### src/rtl/u8r_pkg.sv
// ----------------------------------------------------------------------------
// u8r_pkg
// Shared types and constants of the UTF-8 decoder with position ring.
// ----------------------------------------------------------------------------
`default_nettype none

package u8r_pkg;

  // Fixed payload widths
  localparam int unsigned BYTE_W    = 8;
  localparam int unsigned CP_W      = 32;
  localparam int unsigned POS_OUT_W = 16;
  localparam int unsigned CNT_W     = 3;

  // Continuation byte detection: top two bits are 10
  localparam logic [BYTE_W-1:0] CONT_MASK = 8'hC0;
  localparam logic [BYTE_W-1:0] CONT_TAG  = 8'h80;

  // Byte counter limits
  localparam logic [CNT_W-1:0] CNT_MAX  = 3'd7;
  localparam logic [CNT_W-1:0] CNT_LONG = 3'd6;
  localparam logic [CNT_W-1:0] IDX_LAST = 3'd5;

  typedef enum logic [1:0] {
    OP_DECODE = 2'd0,
    OP_POP    = 2'd1,
    OP_CLEAR  = 2'd2,
    OP_NONE   = 2'd3
  } op_e;

  typedef enum logic {
    KIND_CODE = 1'b0,
    KIND_POP  = 1'b1
  } kind_e;

  typedef enum logic [1:0] {
    ERR_NONE     = 2'd0,
    ERR_OVERLONG = 2'd1,
    ERR_POS_SAT  = 2'd2
  } err_e;

  // Decoder state controls
  typedef struct packed {
    logic decode;
    logic pop_load;
    logic clear;
  } dec_ctrl_t;

  // Ring controls
  typedef struct packed {
    logic push;
    logic pop;
    logic clear;
  } ring_ctrl_t;

  // Offset removed from the accumulated value, by sequence length minus one
  function automatic logic [CP_W-1:0] len_offset(input logic [CNT_W-1:0] idx);
    logic [CP_W-1:0] off;
    case (idx)
      3'd0:    off = 32'h0000_0000;
      3'd1:    off = 32'h0000_3080;
      3'd2:    off = 32'h000E_2080;
      3'd3:    off = 32'h03C8_2080;
      3'd4:    off = 32'hFA08_2080;
      3'd5:    off = 32'h8208_2080;
      default: off = 32'h0000_0000;
    endcase
    return off;
  endfunction

endpackage

`default_nettype wire

### src/rtl/u8r_if.sv
// ----------------------------------------------------------------------------
// u8r_if
// Valid/ready channels: byte requests in, decode and pop results out.
// ----------------------------------------------------------------------------
`default_nettype none

interface u8r_in_if import u8r_pkg::*; ();
  logic              valid;
  logic              ready;
  op_e               op;
  logic [BYTE_W-1:0] data_byte;
  logic [BYTE_W-1:0] next_byte;

  modport source (output valid, output op, output data_byte, output next_byte,
                  input ready);
  modport sink   (input valid, input op, input data_byte, input next_byte,
                  output ready);
endinterface

interface u8r_out_if import u8r_pkg::*; ();
  logic                 valid;
  logic                 ready;
  kind_e                kind;
  logic [CP_W-1:0]      code_point;
  logic [POS_OUT_W-1:0] end_position;
  logic [POS_OUT_W-1:0] resume_position;
  logic [POS_OUT_W-1:0] char_length;
  err_e                 error;

  modport source (output valid, output kind, output code_point, output end_position,
                  output resume_position, output char_length, output error,
                  input ready);
  modport sink   (input valid, input kind, input code_point, input end_position,
                  input resume_position, input char_length, input error,
                  output ready);
endinterface

`default_nettype wire

### src/rtl/u8r_decode.sv
// ----------------------------------------------------------------------------
// u8r_decode
// Code-point accumulator, byte counter and byte position of the decoder.
// ----------------------------------------------------------------------------
`default_nettype none

module u8r_decode import u8r_pkg::*; #(
  parameter int unsigned POSITION_BITS = 16
) (
  input  wire logic                     clk_i,
  input  wire logic                     rst_ni,
  input  wire dec_ctrl_t                ctrl_i,
  input  wire logic [BYTE_W-1:0]        data_byte_i,
  input  wire logic [BYTE_W-1:0]        next_byte_i,
  input  wire logic [POSITION_BITS-1:0] pos_load_i,
  output logic                          end_seq_o,
  output logic [CP_W-1:0]               code_point_o,
  output logic [POSITION_BITS-1:0]      pos_o,
  output err_e                          error_o
);

  logic [CP_W-1:0]          acc_q, acc_d;
  logic [CNT_W-1:0]         cnt_q, cnt_d;
  logic [POSITION_BITS-1:0] pos_q, pos_d;

  logic [CP_W-1:0]          acc_next;
  logic [CNT_W-1:0]         cnt_next;
  logic [CNT_W-1:0]         len_idx;
  logic                     pos_sat;
  logic                     overlong;

  // Shift in six bits, count the byte, advance the position
  always_comb begin
    acc_next = {acc_q[CP_W-7:0], 6'b0} + CP_W'(data_byte_i);
    cnt_next = (cnt_q == CNT_MAX) ? CNT_MAX : cnt_q + 1'b1;
    pos_sat  = (pos_q == '1);
    pos_o    = pos_sat ? pos_q : pos_q + 1'b1;
    overlong = (cnt_next > CNT_LONG);
    len_idx  = overlong ? IDX_LAST : cnt_next - 1'b1;
    end_seq_o    = (next_byte_i == '0) || ((next_byte_i & CONT_MASK) != CONT_TAG);
    code_point_o = acc_next - len_offset(len_idx);
    if (overlong) begin
      error_o = ERR_OVERLONG;
    end else if (pos_sat) begin
      error_o = ERR_POS_SAT;
    end else begin
      error_o = ERR_NONE;
    end
  end

  // Next state: clear, consume a byte, or take the position after a pop
  always_comb begin
    acc_d = acc_q;
    cnt_d = cnt_q;
    pos_d = pos_q;
    if (ctrl_i.clear) begin
      acc_d = '0;
      cnt_d = '0;
      pos_d = '0;
    end else if (ctrl_i.decode) begin
      acc_d = end_seq_o ? '0 : acc_next;
      cnt_d = end_seq_o ? '0 : cnt_next;
      pos_d = pos_o;
    end else if (ctrl_i.pop_load) begin
      pos_d = pos_load_i;
    end
  end

  always_ff @(posedge clk_i or negedge rst_ni) begin
    if (!rst_ni) begin
      acc_q <= '0;
      cnt_q <= '0;
      pos_q <= '0;
    end else begin
      acc_q <= acc_d;
      cnt_q <= cnt_d;
      pos_q <= pos_d;
    end
  end

endmodule

`default_nettype wire

### src/rtl/u8r_ring.sv
// ----------------------------------------------------------------------------
// u8r_ring
// Wrapping ring of end positions with cached top, previous and
// second-previous entries; the second-previous one is prefetched from memory.
// ----------------------------------------------------------------------------
`default_nettype none

module u8r_ring import u8r_pkg::*; #(
  parameter int unsigned RING_SLOTS    = 8,
  parameter int unsigned POSITION_BITS = 16
) (
  input  wire logic                     clk_i,
  input  wire logic                     rst_ni,
  input  wire ring_ctrl_t               ctrl_i,
  input  wire logic [POSITION_BITS-1:0] push_pos_i,
  output logic                          valid_o,
  output logic [POSITION_BITS-1:0]      top_val_o,
  output logic [POSITION_BITS-1:0]      prev_val_o,
  output logic [POSITION_BITS-1:0]      prev2_val_o
);

  localparam int unsigned SLOT_W = $clog2(RING_SLOTS);
  localparam logic [SLOT_W-1:0] SLOT_LAST = SLOT_W'(RING_SLOTS - 1);

  function automatic logic [SLOT_W-1:0] slot_inc(input logic [SLOT_W-1:0] s);
    return (s == SLOT_LAST) ? '0 : s + 1'b1;
  endfunction

  function automatic logic [SLOT_W-1:0] slot_dec(input logic [SLOT_W-1:0] s);
    return (s == '0) ? SLOT_LAST : s - 1'b1;
  endfunction

  logic [POSITION_BITS-1:0] mem [RING_SLOTS];
  logic [RING_SLOTS-1:0]    ent_vld_q, ent_vld_d;

  logic [SLOT_W-1:0]        top_q, top_d;
  logic                     valid_q, valid_d;
  logic [POSITION_BITS-1:0] top_val_q, top_val_d;
  logic [POSITION_BITS-1:0] prev_val_q, prev_val_d;

  logic                     wr_en;
  logic [SLOT_W-1:0]        rd_addr;
  logic [POSITION_BITS-1:0] rd_data_q;
  logic                     rd_vld_q;
  logic                     rd_zero_q;
  logic                     byp_q;
  logic [POSITION_BITS-1:0] byp_data_q;
  logic                     do_pop;

  // Second-previous entry: cleared, bypassed from a write, stored or never written
  always_comb begin
    if (rd_zero_q) begin
      prev2_val_o = '0;
    end else if (byp_q) begin
      prev2_val_o = byp_data_q;
    end else if (rd_vld_q) begin
      prev2_val_o = rd_data_q;
    end else begin
      prev2_val_o = '0;
    end
  end

  // Next ring state
  always_comb begin
    do_pop     = ctrl_i.pop && valid_q;
    top_d      = top_q;
    valid_d    = valid_q;
    top_val_d  = top_val_q;
    prev_val_d = prev_val_q;
    ent_vld_d  = ent_vld_q;
    wr_en      = 1'b0;
    if (ctrl_i.clear) begin
      top_d      = '0;
      valid_d    = 1'b0;
      top_val_d  = '0;
      prev_val_d = '0;
      ent_vld_d  = '0;
    end else if (ctrl_i.push) begin
      top_d      = valid_q ? slot_inc(top_q) : '0;
      valid_d    = 1'b1;
      top_val_d  = push_pos_i;
      prev_val_d = top_val_q;
      wr_en      = 1'b1;
      ent_vld_d[top_d] = 1'b1;
    end else if (do_pop) begin
      top_d      = slot_dec(top_q);
      top_val_d  = prev_val_q;
      prev_val_d = prev2_val_o;
    end
    rd_addr = slot_dec(slot_dec(top_d));
  end

  always_ff @(posedge clk_i or negedge rst_ni) begin
    if (!rst_ni) begin
      top_q      <= '0;
      valid_q    <= 1'b0;
      top_val_q  <= '0;
      prev_val_q <= '0;
      ent_vld_q  <= '0;
      rd_vld_q   <= 1'b0;
      rd_zero_q  <= 1'b1;
      byp_q      <= 1'b0;
    end else begin
      top_q      <= top_d;
      valid_q    <= valid_d;
      top_val_q  <= top_val_d;
      prev_val_q <= prev_val_d;
      ent_vld_q  <= ent_vld_d;
      rd_vld_q   <= ent_vld_q[rd_addr];
      rd_zero_q  <= ctrl_i.clear;
      byp_q      <= wr_en && (rd_addr == top_d);
    end
  end

  // Write the pushed position, prefetch the entry behind the new previous one
  always_ff @(posedge clk_i) begin
    if (wr_en) begin
      mem[top_d] <= push_pos_i;
    end
    rd_data_q  <= mem[rd_addr];
    byp_data_q <= push_pos_i;
  end

  assign valid_o    = valid_q;
  assign top_val_o  = top_val_q;
  assign prev_val_o = prev_val_q;

endmodule

`default_nettype wire

### src/rtl/utf8_decoder_with_position_ring_unit.sv
// ----------------------------------------------------------------------------
// utf8_decoder_with_position_ring_unit
// UTF-8 byte decoder that pushes each character's end position into a
// wrapping ring; pops step the ring back, a clear empties everything.
// ----------------------------------------------------------------------------
//
//  Channel  Dir  Beat fields
//  -------  ---  ---------------------------------------------------------------
//  in_i     in   op, data_byte, next_byte
//  out_o    out  kind, code_point, end_position, resume_position, char_length, error
//
//  One beat per cycle while out_o does not stall; a result is valid on out_o
//  once its request beat has passed the input register and then the result
//  register. The ring update and the decode arithmetic both fit between those
//  two registers.
//  Reset clears the ring, accumulator and position at once; no sweep.
//  An output stall holds the request stage; in_i.ready drops only while
//  both the request stage and the result register are full and out_o stalls.
// ----------------------------------------------------------------------------
`default_nettype none

module utf8_decoder_with_position_ring_unit import u8r_pkg::*; #(
  parameter int unsigned RING_SLOTS    = 8,
  parameter int unsigned POSITION_BITS = 16
) (
  input  wire logic clk_i,
  input  wire logic rst_ni,
  u8r_in_if.sink    in_i,
  u8r_out_if.source out_o
);

  // Request stage
  logic              in_vld_q;
  op_e               op_q;
  logic [BYTE_W-1:0] data_byte_q;
  logic [BYTE_W-1:0] next_byte_q;

  // Result register
  logic                 out_vld_q;
  kind_e                kind_q, kind_d;
  logic [CP_W-1:0]      cp_q, cp_d;
  logic [POS_OUT_W-1:0] end_pos_q, end_pos_d;
  logic [POS_OUT_W-1:0] resume_q, resume_d;
  logic [POS_OUT_W-1:0] len_q, len_d;
  err_e                 err_q, err_d;

  logic       go;
  logic       proc;
  logic       has_result;
  dec_ctrl_t  dec_ctrl;
  ring_ctrl_t ring_ctrl;

  logic                     end_seq;
  logic [CP_W-1:0]          dec_cp;
  logic [POSITION_BITS-1:0] dec_pos;
  err_e                     dec_err;

  logic                     ring_vld;
  logic [POSITION_BITS-1:0] top_val;
  logic [POSITION_BITS-1:0] prev_val;
  logic [POSITION_BITS-1:0] prev2_val;

  // Advance when the result register is free or being drained
  assign go         = !out_vld_q || out_o.ready;
  assign proc       = in_vld_q && go;
  assign in_i.ready = !in_vld_q || go;

  always_comb begin
    has_result         = ((op_q == OP_DECODE) && end_seq) || (op_q == OP_POP);
    dec_ctrl.decode    = proc && (op_q == OP_DECODE);
    dec_ctrl.pop_load  = proc && (op_q == OP_POP) && ring_vld;
    dec_ctrl.clear     = proc && (op_q == OP_CLEAR);
    ring_ctrl.push     = proc && (op_q == OP_DECODE) && end_seq;
    ring_ctrl.pop      = proc && (op_q == OP_POP);
    ring_ctrl.clear    = proc && (op_q == OP_CLEAR);
  end

  u8r_decode #(
    .POSITION_BITS (POSITION_BITS)
  ) u_decode (
    .clk_i        (clk_i),
    .rst_ni       (rst_ni),
    .ctrl_i       (dec_ctrl),
    .data_byte_i  (data_byte_q),
    .next_byte_i  (next_byte_q),
    .pos_load_i   (prev_val),
    .end_seq_o    (end_seq),
    .code_point_o (dec_cp),
    .pos_o        (dec_pos),
    .error_o      (dec_err)
  );

  u8r_ring #(
    .RING_SLOTS    (RING_SLOTS),
    .POSITION_BITS (POSITION_BITS)
  ) u_ring (
    .clk_i       (clk_i),
    .rst_ni      (rst_ni),
    .ctrl_i      (ring_ctrl),
    .push_pos_i  (dec_pos),
    .valid_o     (ring_vld),
    .top_val_o   (top_val),
    .prev_val_o  (prev_val),
    .prev2_val_o (prev2_val)
  );

  // Build the result beat
  always_comb begin
    if (op_q == OP_POP) begin
      kind_d = KIND_POP;
      cp_d   = '0;
      err_d  = ERR_NONE;
      if (ring_vld) begin
        end_pos_d = POS_OUT_W'(top_val);
        resume_d  = POS_OUT_W'(prev_val);
        len_d     = (prev_val >= prev2_val) ? POS_OUT_W'(prev_val - prev2_val) : '0;
      end else begin
        end_pos_d = '0;
        resume_d  = '0;
        len_d     = '0;
      end
    end else begin
      kind_d    = KIND_CODE;
      cp_d      = dec_cp;
      err_d     = dec_err;
      end_pos_d = POS_OUT_W'(dec_pos);
      resume_d  = POS_OUT_W'(dec_pos);
      len_d     = (dec_pos >= top_val) ? POS_OUT_W'(dec_pos - top_val) : '0;
    end
  end

  // Request stage and result valid
  always_ff @(posedge clk_i or negedge rst_ni) begin
    if (!rst_ni) begin
      in_vld_q  <= 1'b0;
      out_vld_q <= 1'b0;
    end else begin
      if (in_i.ready) begin
        in_vld_q <= in_i.valid;
      end
      if (go) begin
        out_vld_q <= in_vld_q && has_result;
      end
    end
  end

  // Payload registers
  always_ff @(posedge clk_i) begin
    if (in_i.valid && in_i.ready) begin
      op_q        <= in_i.op;
      data_byte_q <= in_i.data_byte;
      next_byte_q <= in_i.next_byte;
    end
    if (proc && has_result) begin
      kind_q    <= kind_d;
      cp_q      <= cp_d;
      end_pos_q <= end_pos_d;
      resume_q  <= resume_d;
      len_q     <= len_d;
      err_q     <= err_d;
    end
  end

  assign out_o.valid           = out_vld_q;
  assign out_o.kind            = kind_q;
  assign out_o.code_point      = cp_q;
  assign out_o.end_position    = end_pos_q;
  assign out_o.resume_position = resume_q;
  assign out_o.char_length     = len_q;
  assign out_o.error           = err_q;

  // A processed clear leaves the ring empty
  a_clear_empties: assert property (@(posedge clk_i) disable iff (!rst_ni)
    ring_ctrl.clear |=> !ring_vld)
    else $error("ring still valid after clear");

  // A push always leaves the ring holding an entry
  a_push_fills: assert property (@(posedge clk_i) disable iff (!rst_ni)
    ring_ctrl.push |=> ring_vld && (top_val == $past(dec_pos)))
    else $error("pushed position not at ring top");

  // A stalled request is held in place
  a_stage_holds: assert property (@(posedge clk_i) disable iff (!rst_ni)
    in_vld_q && !go |=> in_vld_q && $stable(op_q))
    else $error("request stage lost while stalled");

  // A pop result on an empty ring carries no position
  a_empty_pop: assert property (@(posedge clk_i) disable iff (!rst_ni)
    proc && (op_q == OP_POP) && !ring_vld |=> out_vld_q && (end_pos_q == '0))
    else $error("pop on empty ring returned a position");

endmodule

`default_nettype wire
### src/flat_wrapper.sv
// flat-port wrapper written by rule: the top's interface ports become plain ports
module utf8_decoder_with_position_ring_unit_flat import u8r_pkg::*;
#(
  parameter int unsigned RING_SLOTS    = 8,
  parameter int unsigned POSITION_BITS = 16
)
  (clk_i, rst_ni, in_i_valid, in_i_op, in_i_data_byte, in_i_next_byte, in_i_ready, out_o_valid, out_o_kind, out_o_code_point, out_o_end_position, out_o_resume_position, out_o_char_length, out_o_error, out_o_ready);
  u8r_in_if in_i_i ();
  u8r_out_if out_o_i ();
  input  wire logic clk_i;
  input  wire logic rst_ni;
  input wire logic [$bits(in_i_i.valid)-1:0] in_i_valid;
  input wire logic [$bits(in_i_i.op)-1:0] in_i_op;
  input wire logic [$bits(in_i_i.data_byte)-1:0] in_i_data_byte;
  input wire logic [$bits(in_i_i.next_byte)-1:0] in_i_next_byte;
  output wire logic [$bits(in_i_i.ready)-1:0] in_i_ready;
  output wire logic [$bits(out_o_i.valid)-1:0] out_o_valid;
  output wire logic [$bits(out_o_i.kind)-1:0] out_o_kind;
  output wire logic [$bits(out_o_i.code_point)-1:0] out_o_code_point;
  output wire logic [$bits(out_o_i.end_position)-1:0] out_o_end_position;
  output wire logic [$bits(out_o_i.resume_position)-1:0] out_o_resume_position;
  output wire logic [$bits(out_o_i.char_length)-1:0] out_o_char_length;
  output wire logic [$bits(out_o_i.error)-1:0] out_o_error;
  input wire logic [$bits(out_o_i.ready)-1:0] out_o_ready;
  assign in_i_i.valid = in_i_valid;
  assign in_i_i.op = in_i_op;
  assign in_i_i.data_byte = in_i_data_byte;
  assign in_i_i.next_byte = in_i_next_byte;
  assign in_i_ready = in_i_i.ready;
  assign out_o_valid = out_o_i.valid;
  assign out_o_kind = out_o_i.kind;
  assign out_o_code_point = out_o_i.code_point;
  assign out_o_end_position = out_o_i.end_position;
  assign out_o_resume_position = out_o_i.resume_position;
  assign out_o_char_length = out_o_i.char_length;
  assign out_o_error = out_o_i.error;
  assign out_o_i.ready = out_o_ready;
  utf8_decoder_with_position_ring_unit #(.RING_SLOTS(RING_SLOTS), .POSITION_BITS(POSITION_BITS)) u_core (.clk_i(clk_i), .rst_ni(rst_ni), .in_i(in_i_i), .out_o(out_o_i));
endmodule
### config.mk
export PLATFORM = sky130hd
export DESIGN_NAME = utf8_decoder_with_position_ring_unit_flat
export DESIGN_NICKNAME = d
export VERILOG_FILES = /design/src/rtl/u8r_pkg.sv /design/src/rtl/u8r_if.sv /design/src/rtl/u8r_decode.sv /design/src/rtl/u8r_ring.sv /design/src/rtl/utf8_decoder_with_position_ring_unit.sv /design/src/flat_wrapper.sv
export SDC_FILE = /design/constraint.sdc
export NUM_CORES = 1
export LEC_CHECK = 0
export BUFFER_PORTS_ARGS = -buffer_cell sky130_fd_sc_hd__buf_4
export CORE_ASPECT_RATIO = 0.5
export CORE_MARGIN = 1.5
export CORE_UTILIZATION = 55
export CTS_BUF_LIST = sky130_fd_sc_hd__clkbuf_2 sky130_fd_sc_hd__clkbuf_4 sky130_fd_sc_hd__clkbuf_8
export CTS_CLUSTER_DIAMETER = 100
export DETAILED_ROUTE_END_ITERATION = 16
export GPL_ROUTABILITY_DRIVEN = 1
export PLACE_DENSITY = 0.73
export SLEW_MARGIN = 10
export SYNTH_ARGS = -nofsm -noshare
export SYNTH_HDL_FRONTEND = slang
export SYNTH_HIERARCHICAL = 1
export SYNTH_SLANG_ARGS = --single-unit
### constraint.sdc
create_clock -name clk_i -period 7.25 [get_ports clk_i]
set_input_delay 1.8125 -clock clk_i [delete_from_list [all_inputs] [get_ports clk_i]]
set_output_delay 1.8125 -clock clk_i [all_outputs]
set_load 0.02 [all_outputs]
==> flow_summary_export.csv <==
group,metric,value,unit
global_routing,grt_pass1_wl,67.2,mm
synth,ys_warn_count,6,
cts,clkLatencyLatePin,0.61,ns
worst_setup_path,crit_path_start_kind,"register",
worst_hold_path,hold_end,"u_core/u_ring/ent_vld_q[5]",
worst_setup_path,worstSetupEndpointType,"register",
timing,worst_pin_slew,1.13,ns
synth,synth_area,17700,µm²
cts,cts_setup_buffers,0,
finish,stdcell_count,2158,
power,pwr-share-seq,0.384,
timing,fmaxAchievable,173,MHz
timing,slew_viol_final,0,
cts,ctsHoldBuffers,0,
worst_setup_path,required,7.53,ns
finish,fill_cells,2471,
power,total_power,0.00696,W
worst_setup_path,path_common_cell,"a21oi_1",
worst_setup_path,criticalPathCategory,"register to register",
detailed_routing,vias_per_cell,5.94,
die,dieWidth,257,µm
timing,fin_skew,0.0242,ns
cts,numCtsBuffers,49,
power,combPwrFrac,0.382,
worst_setup_path,r2r_slack,1.48,ns
power,p_leak,8.09,nW
cts,cts-root-buf,"clkbuf_8",
timing,rsz0062_at_grt,"no",
worst_hold_path,whs_path_depth,1,
die,fp.dieArea,33300,µm²
cts,clk_path_buf_depth,3,
cts,h-tree-depth,2,
global_routing,grt_antenna_before_repair,0,
power,switching_share,0.368,
worst_setup_path,r2r-end,"u_core/out_o.char_length[1]",
worst_setup_path,arrival,6.05,ns
cts,cts_tree,"built",
timing,finalHoldViolations,0,
power,p_switching,0.00256,W
die,rows,46,
cts,cts.sinks,349,
detailed_routing,wl,42.8,mm
power,internal_power,0.00440,W
global_routing,grt.total_usage,0.255,
timing,final-setup-viol-count,0,
synth,syn-num-nets,1666,
power,vdd.ir_drop.worst,0.173,mV
detailed_routing,drc,0,
worst_setup_path,cp_slowest_stage_delay,0.88,ns
worst_setup_path,cp_cell_sequence,"ha_1, nand3_1, nor4_2, nand4_1, nand3_1, nor2_1, xor2_1, ha_1, a21oi_1, o21ai_0, a21oi_1, a21oi_1, o221ai_2, o22ai_1",
place,place_inst,2067,
power,p_clk_frac,0.234,
detailed_routing,drt_iter0_markers,1253,
synth,synth_cells,1583,
detailed_routing,via_count,12800,
timing,slew_headroom,0.245,
worst_setup_path,r2r_start,"u_core/u_decode/pos_q[0]",
worst_hold_path,hold_class,"register to register",
worst_setup_path,crit_family,"simple AND/OR/NAND/NOR gates",
global_routing,grt_pass1_vias,12300,
die,start_util,0.559,
run,drv_cap,0,
timing,period_minus_slack,5.77,ns
detailed_routing,dr.pass1.iters,5,
timing,min_period_over_period,0.795,
finish,drive_above_1_share,0.167,
worst_hold_path,hold_start,"u_core/u_ring/ent_vld_q[5]",
place,place.gp.congestion,0.920,
worst_setup_path,cp_num_buf_inv,0,
power,p_per_area,349,nW/µm²
timing,finalSetupTns,0,ns
global_routing,grt_max_degree,73,
finish,diodes,0,
place,dp_hpwl,29.1,mm
global_routing,grt_remaining_overflow,0,
cts,cts-resized-gates,0,
cts,clk_pin_slew,0.07,ns
die,io_pins,107,
worst_setup_path,cp_max_fo,16,
run_status,status,"completed",
detailed_routing,detail_route.wl_per_cell,19.8,µm
finish,areaGrowthSynthToFinish,12.5,%
die,die_h,130,µm
finish,final_nets,1769,
place,port_buffers,100,
synth,avgSynthCellArea,11.2,µm²
die,core_area,31700,µm²
worst_setup_path,rr_worst_depth,14,
worst_setup_path,worst_path_max_delay_cell,"xor2_1",
detailed_routing,ant_nets,0,
-- area by class of cell --
| class | instances | area, µm² | area share |
|---|---|---|---|
| timing repair buffer | 130 | 976 | 0.0490 |
| inverter | 65 | 244 | 0.0123 |
| clock buffer | 76 | 933 | 0.0469 |
| tap | 432 | 541 | 0.0271 |
| multi-input combinational | 1091 | 7420 | 0.372 |
| clock inverter | 15 | 115 | 0.00578 |
| sequential | 349 | 9690 | 0.487 |
-- registers in the layout, summed over array words and instances (netlist names), 3 cells and up --
register / cells
u_core/u_decode/pos_q: 16
u_core/out_o.code_point: 32
u_core/out_o.resume_position: 16
u_core/u_ring/byp_data_q: 16
u_core/data_byte_q: 8
u_core/out_o.end_position: 16
u_core/u_ring/top_val_o: 16
u_core/u_decode/acc_q: 26
u_core/u_ring/prev_val_o: 16
u_core/u_ring/rd_data_q: 16
u_core/u_decode/cnt_q: 3
u_core/u_ring/mem: 128
u_core/u_ring/ent_vld_q: 8
u_core/u_ring/top_q: 3
u_core/out_o.char_length: 16
-- metal layers --
| layer | track usage | vias to the layer above | routed length [µm] |
|---|---|---|---|
| met2 | 0.414 | 461 | 19900 |
| met4 | 0.0592 | 0 | 617 |
| met5 | 0 | - | 0 |
| met3 | 0.0468 | 53 | 3060 |
| li1 | - | 5999 | - |
| met1 | 0.361 | 6311 | 19300 |
-- worst max path at each step --
stage | startpoint | cells after the start | endpoint | slack (ns)
6_report | u_core/u_decode/pos_q[0] | 14 | u_core/out_o.char_length[1] | 1.48
5_1_grt | u_core/u_decode/pos_q[0] | 14 | u_core/out_o.char_length[1] | 1.09
4_1_cts | u_core/u_decode/pos_q[0] | 14 | u_core/out_o.char_length[1] | 1.66
3_5_place_dp | u_core/u_decode/pos_q[0] | 14 | u_core/out_o.char_length[1] | 1.71
3_3_place_gp | u_core/u_decode/pos_q[0] | 14 | u_core/out_o.char_length[8] | 1.96
2_1_floorplan | out_o_ready | 10 | u_core/u_ring/mem[4][0] | 2.29
-- stage by stage --
stage | util | worst slack, ns | hold WS (ns) | instance area (µm²)
global placement | 0.596 | 1.96 | 0.464 | 18900
CTS | 0.629 | 1.66 | 0.485 | 19900
detailed placement | 0.596 | 1.71 | 0.469 | 18900
floorplan | - | 2.29 | 0.453 | 17700
global route | 0.629 | 1.09 | 0.494 | 19900
finish | 0.629 | 1.48 | 0.485 | 19900
-- power groups by stage --
stage	combinational [W]	sequential, W	clock (W)
floorplan	0.00187	0.00272	0
global placement	0.00255	0.00269	0
detailed placement	0.00261	0.00270	0
CTS	0.00263	0.00266	0.00166
global route	0.00290	0.00269	0.00174
finish	0.00266	0.00267	0.00163
-- placed cells by master (no fill, tap or decap), types with 29 or more instances in the layout --
| cell | instances |
|---|---|
| o21ai_0 | 53 |
| mux2i_1 | 66 |
| dfxtp_1 | 32 |
| a21oi_1 | 93 |
| inv_1 | 60 |
| edfxtp_1 | 223 |
| xnor2_1 | 49 |
| nand3_1 | 29 |
| nor3_1 | 43 |
| nand2_1 | 178 |
| ha_1 | 58 |
| nor2b_1 | 29 |
| buf_4 | 130 |
| dfrtp_1 | 93 |
| clkbuf_8 | 58 |
| and2_1 | 39 |
| nor2_1 | 109 |
No activity file was read; power rests on OpenSTA's default activity.
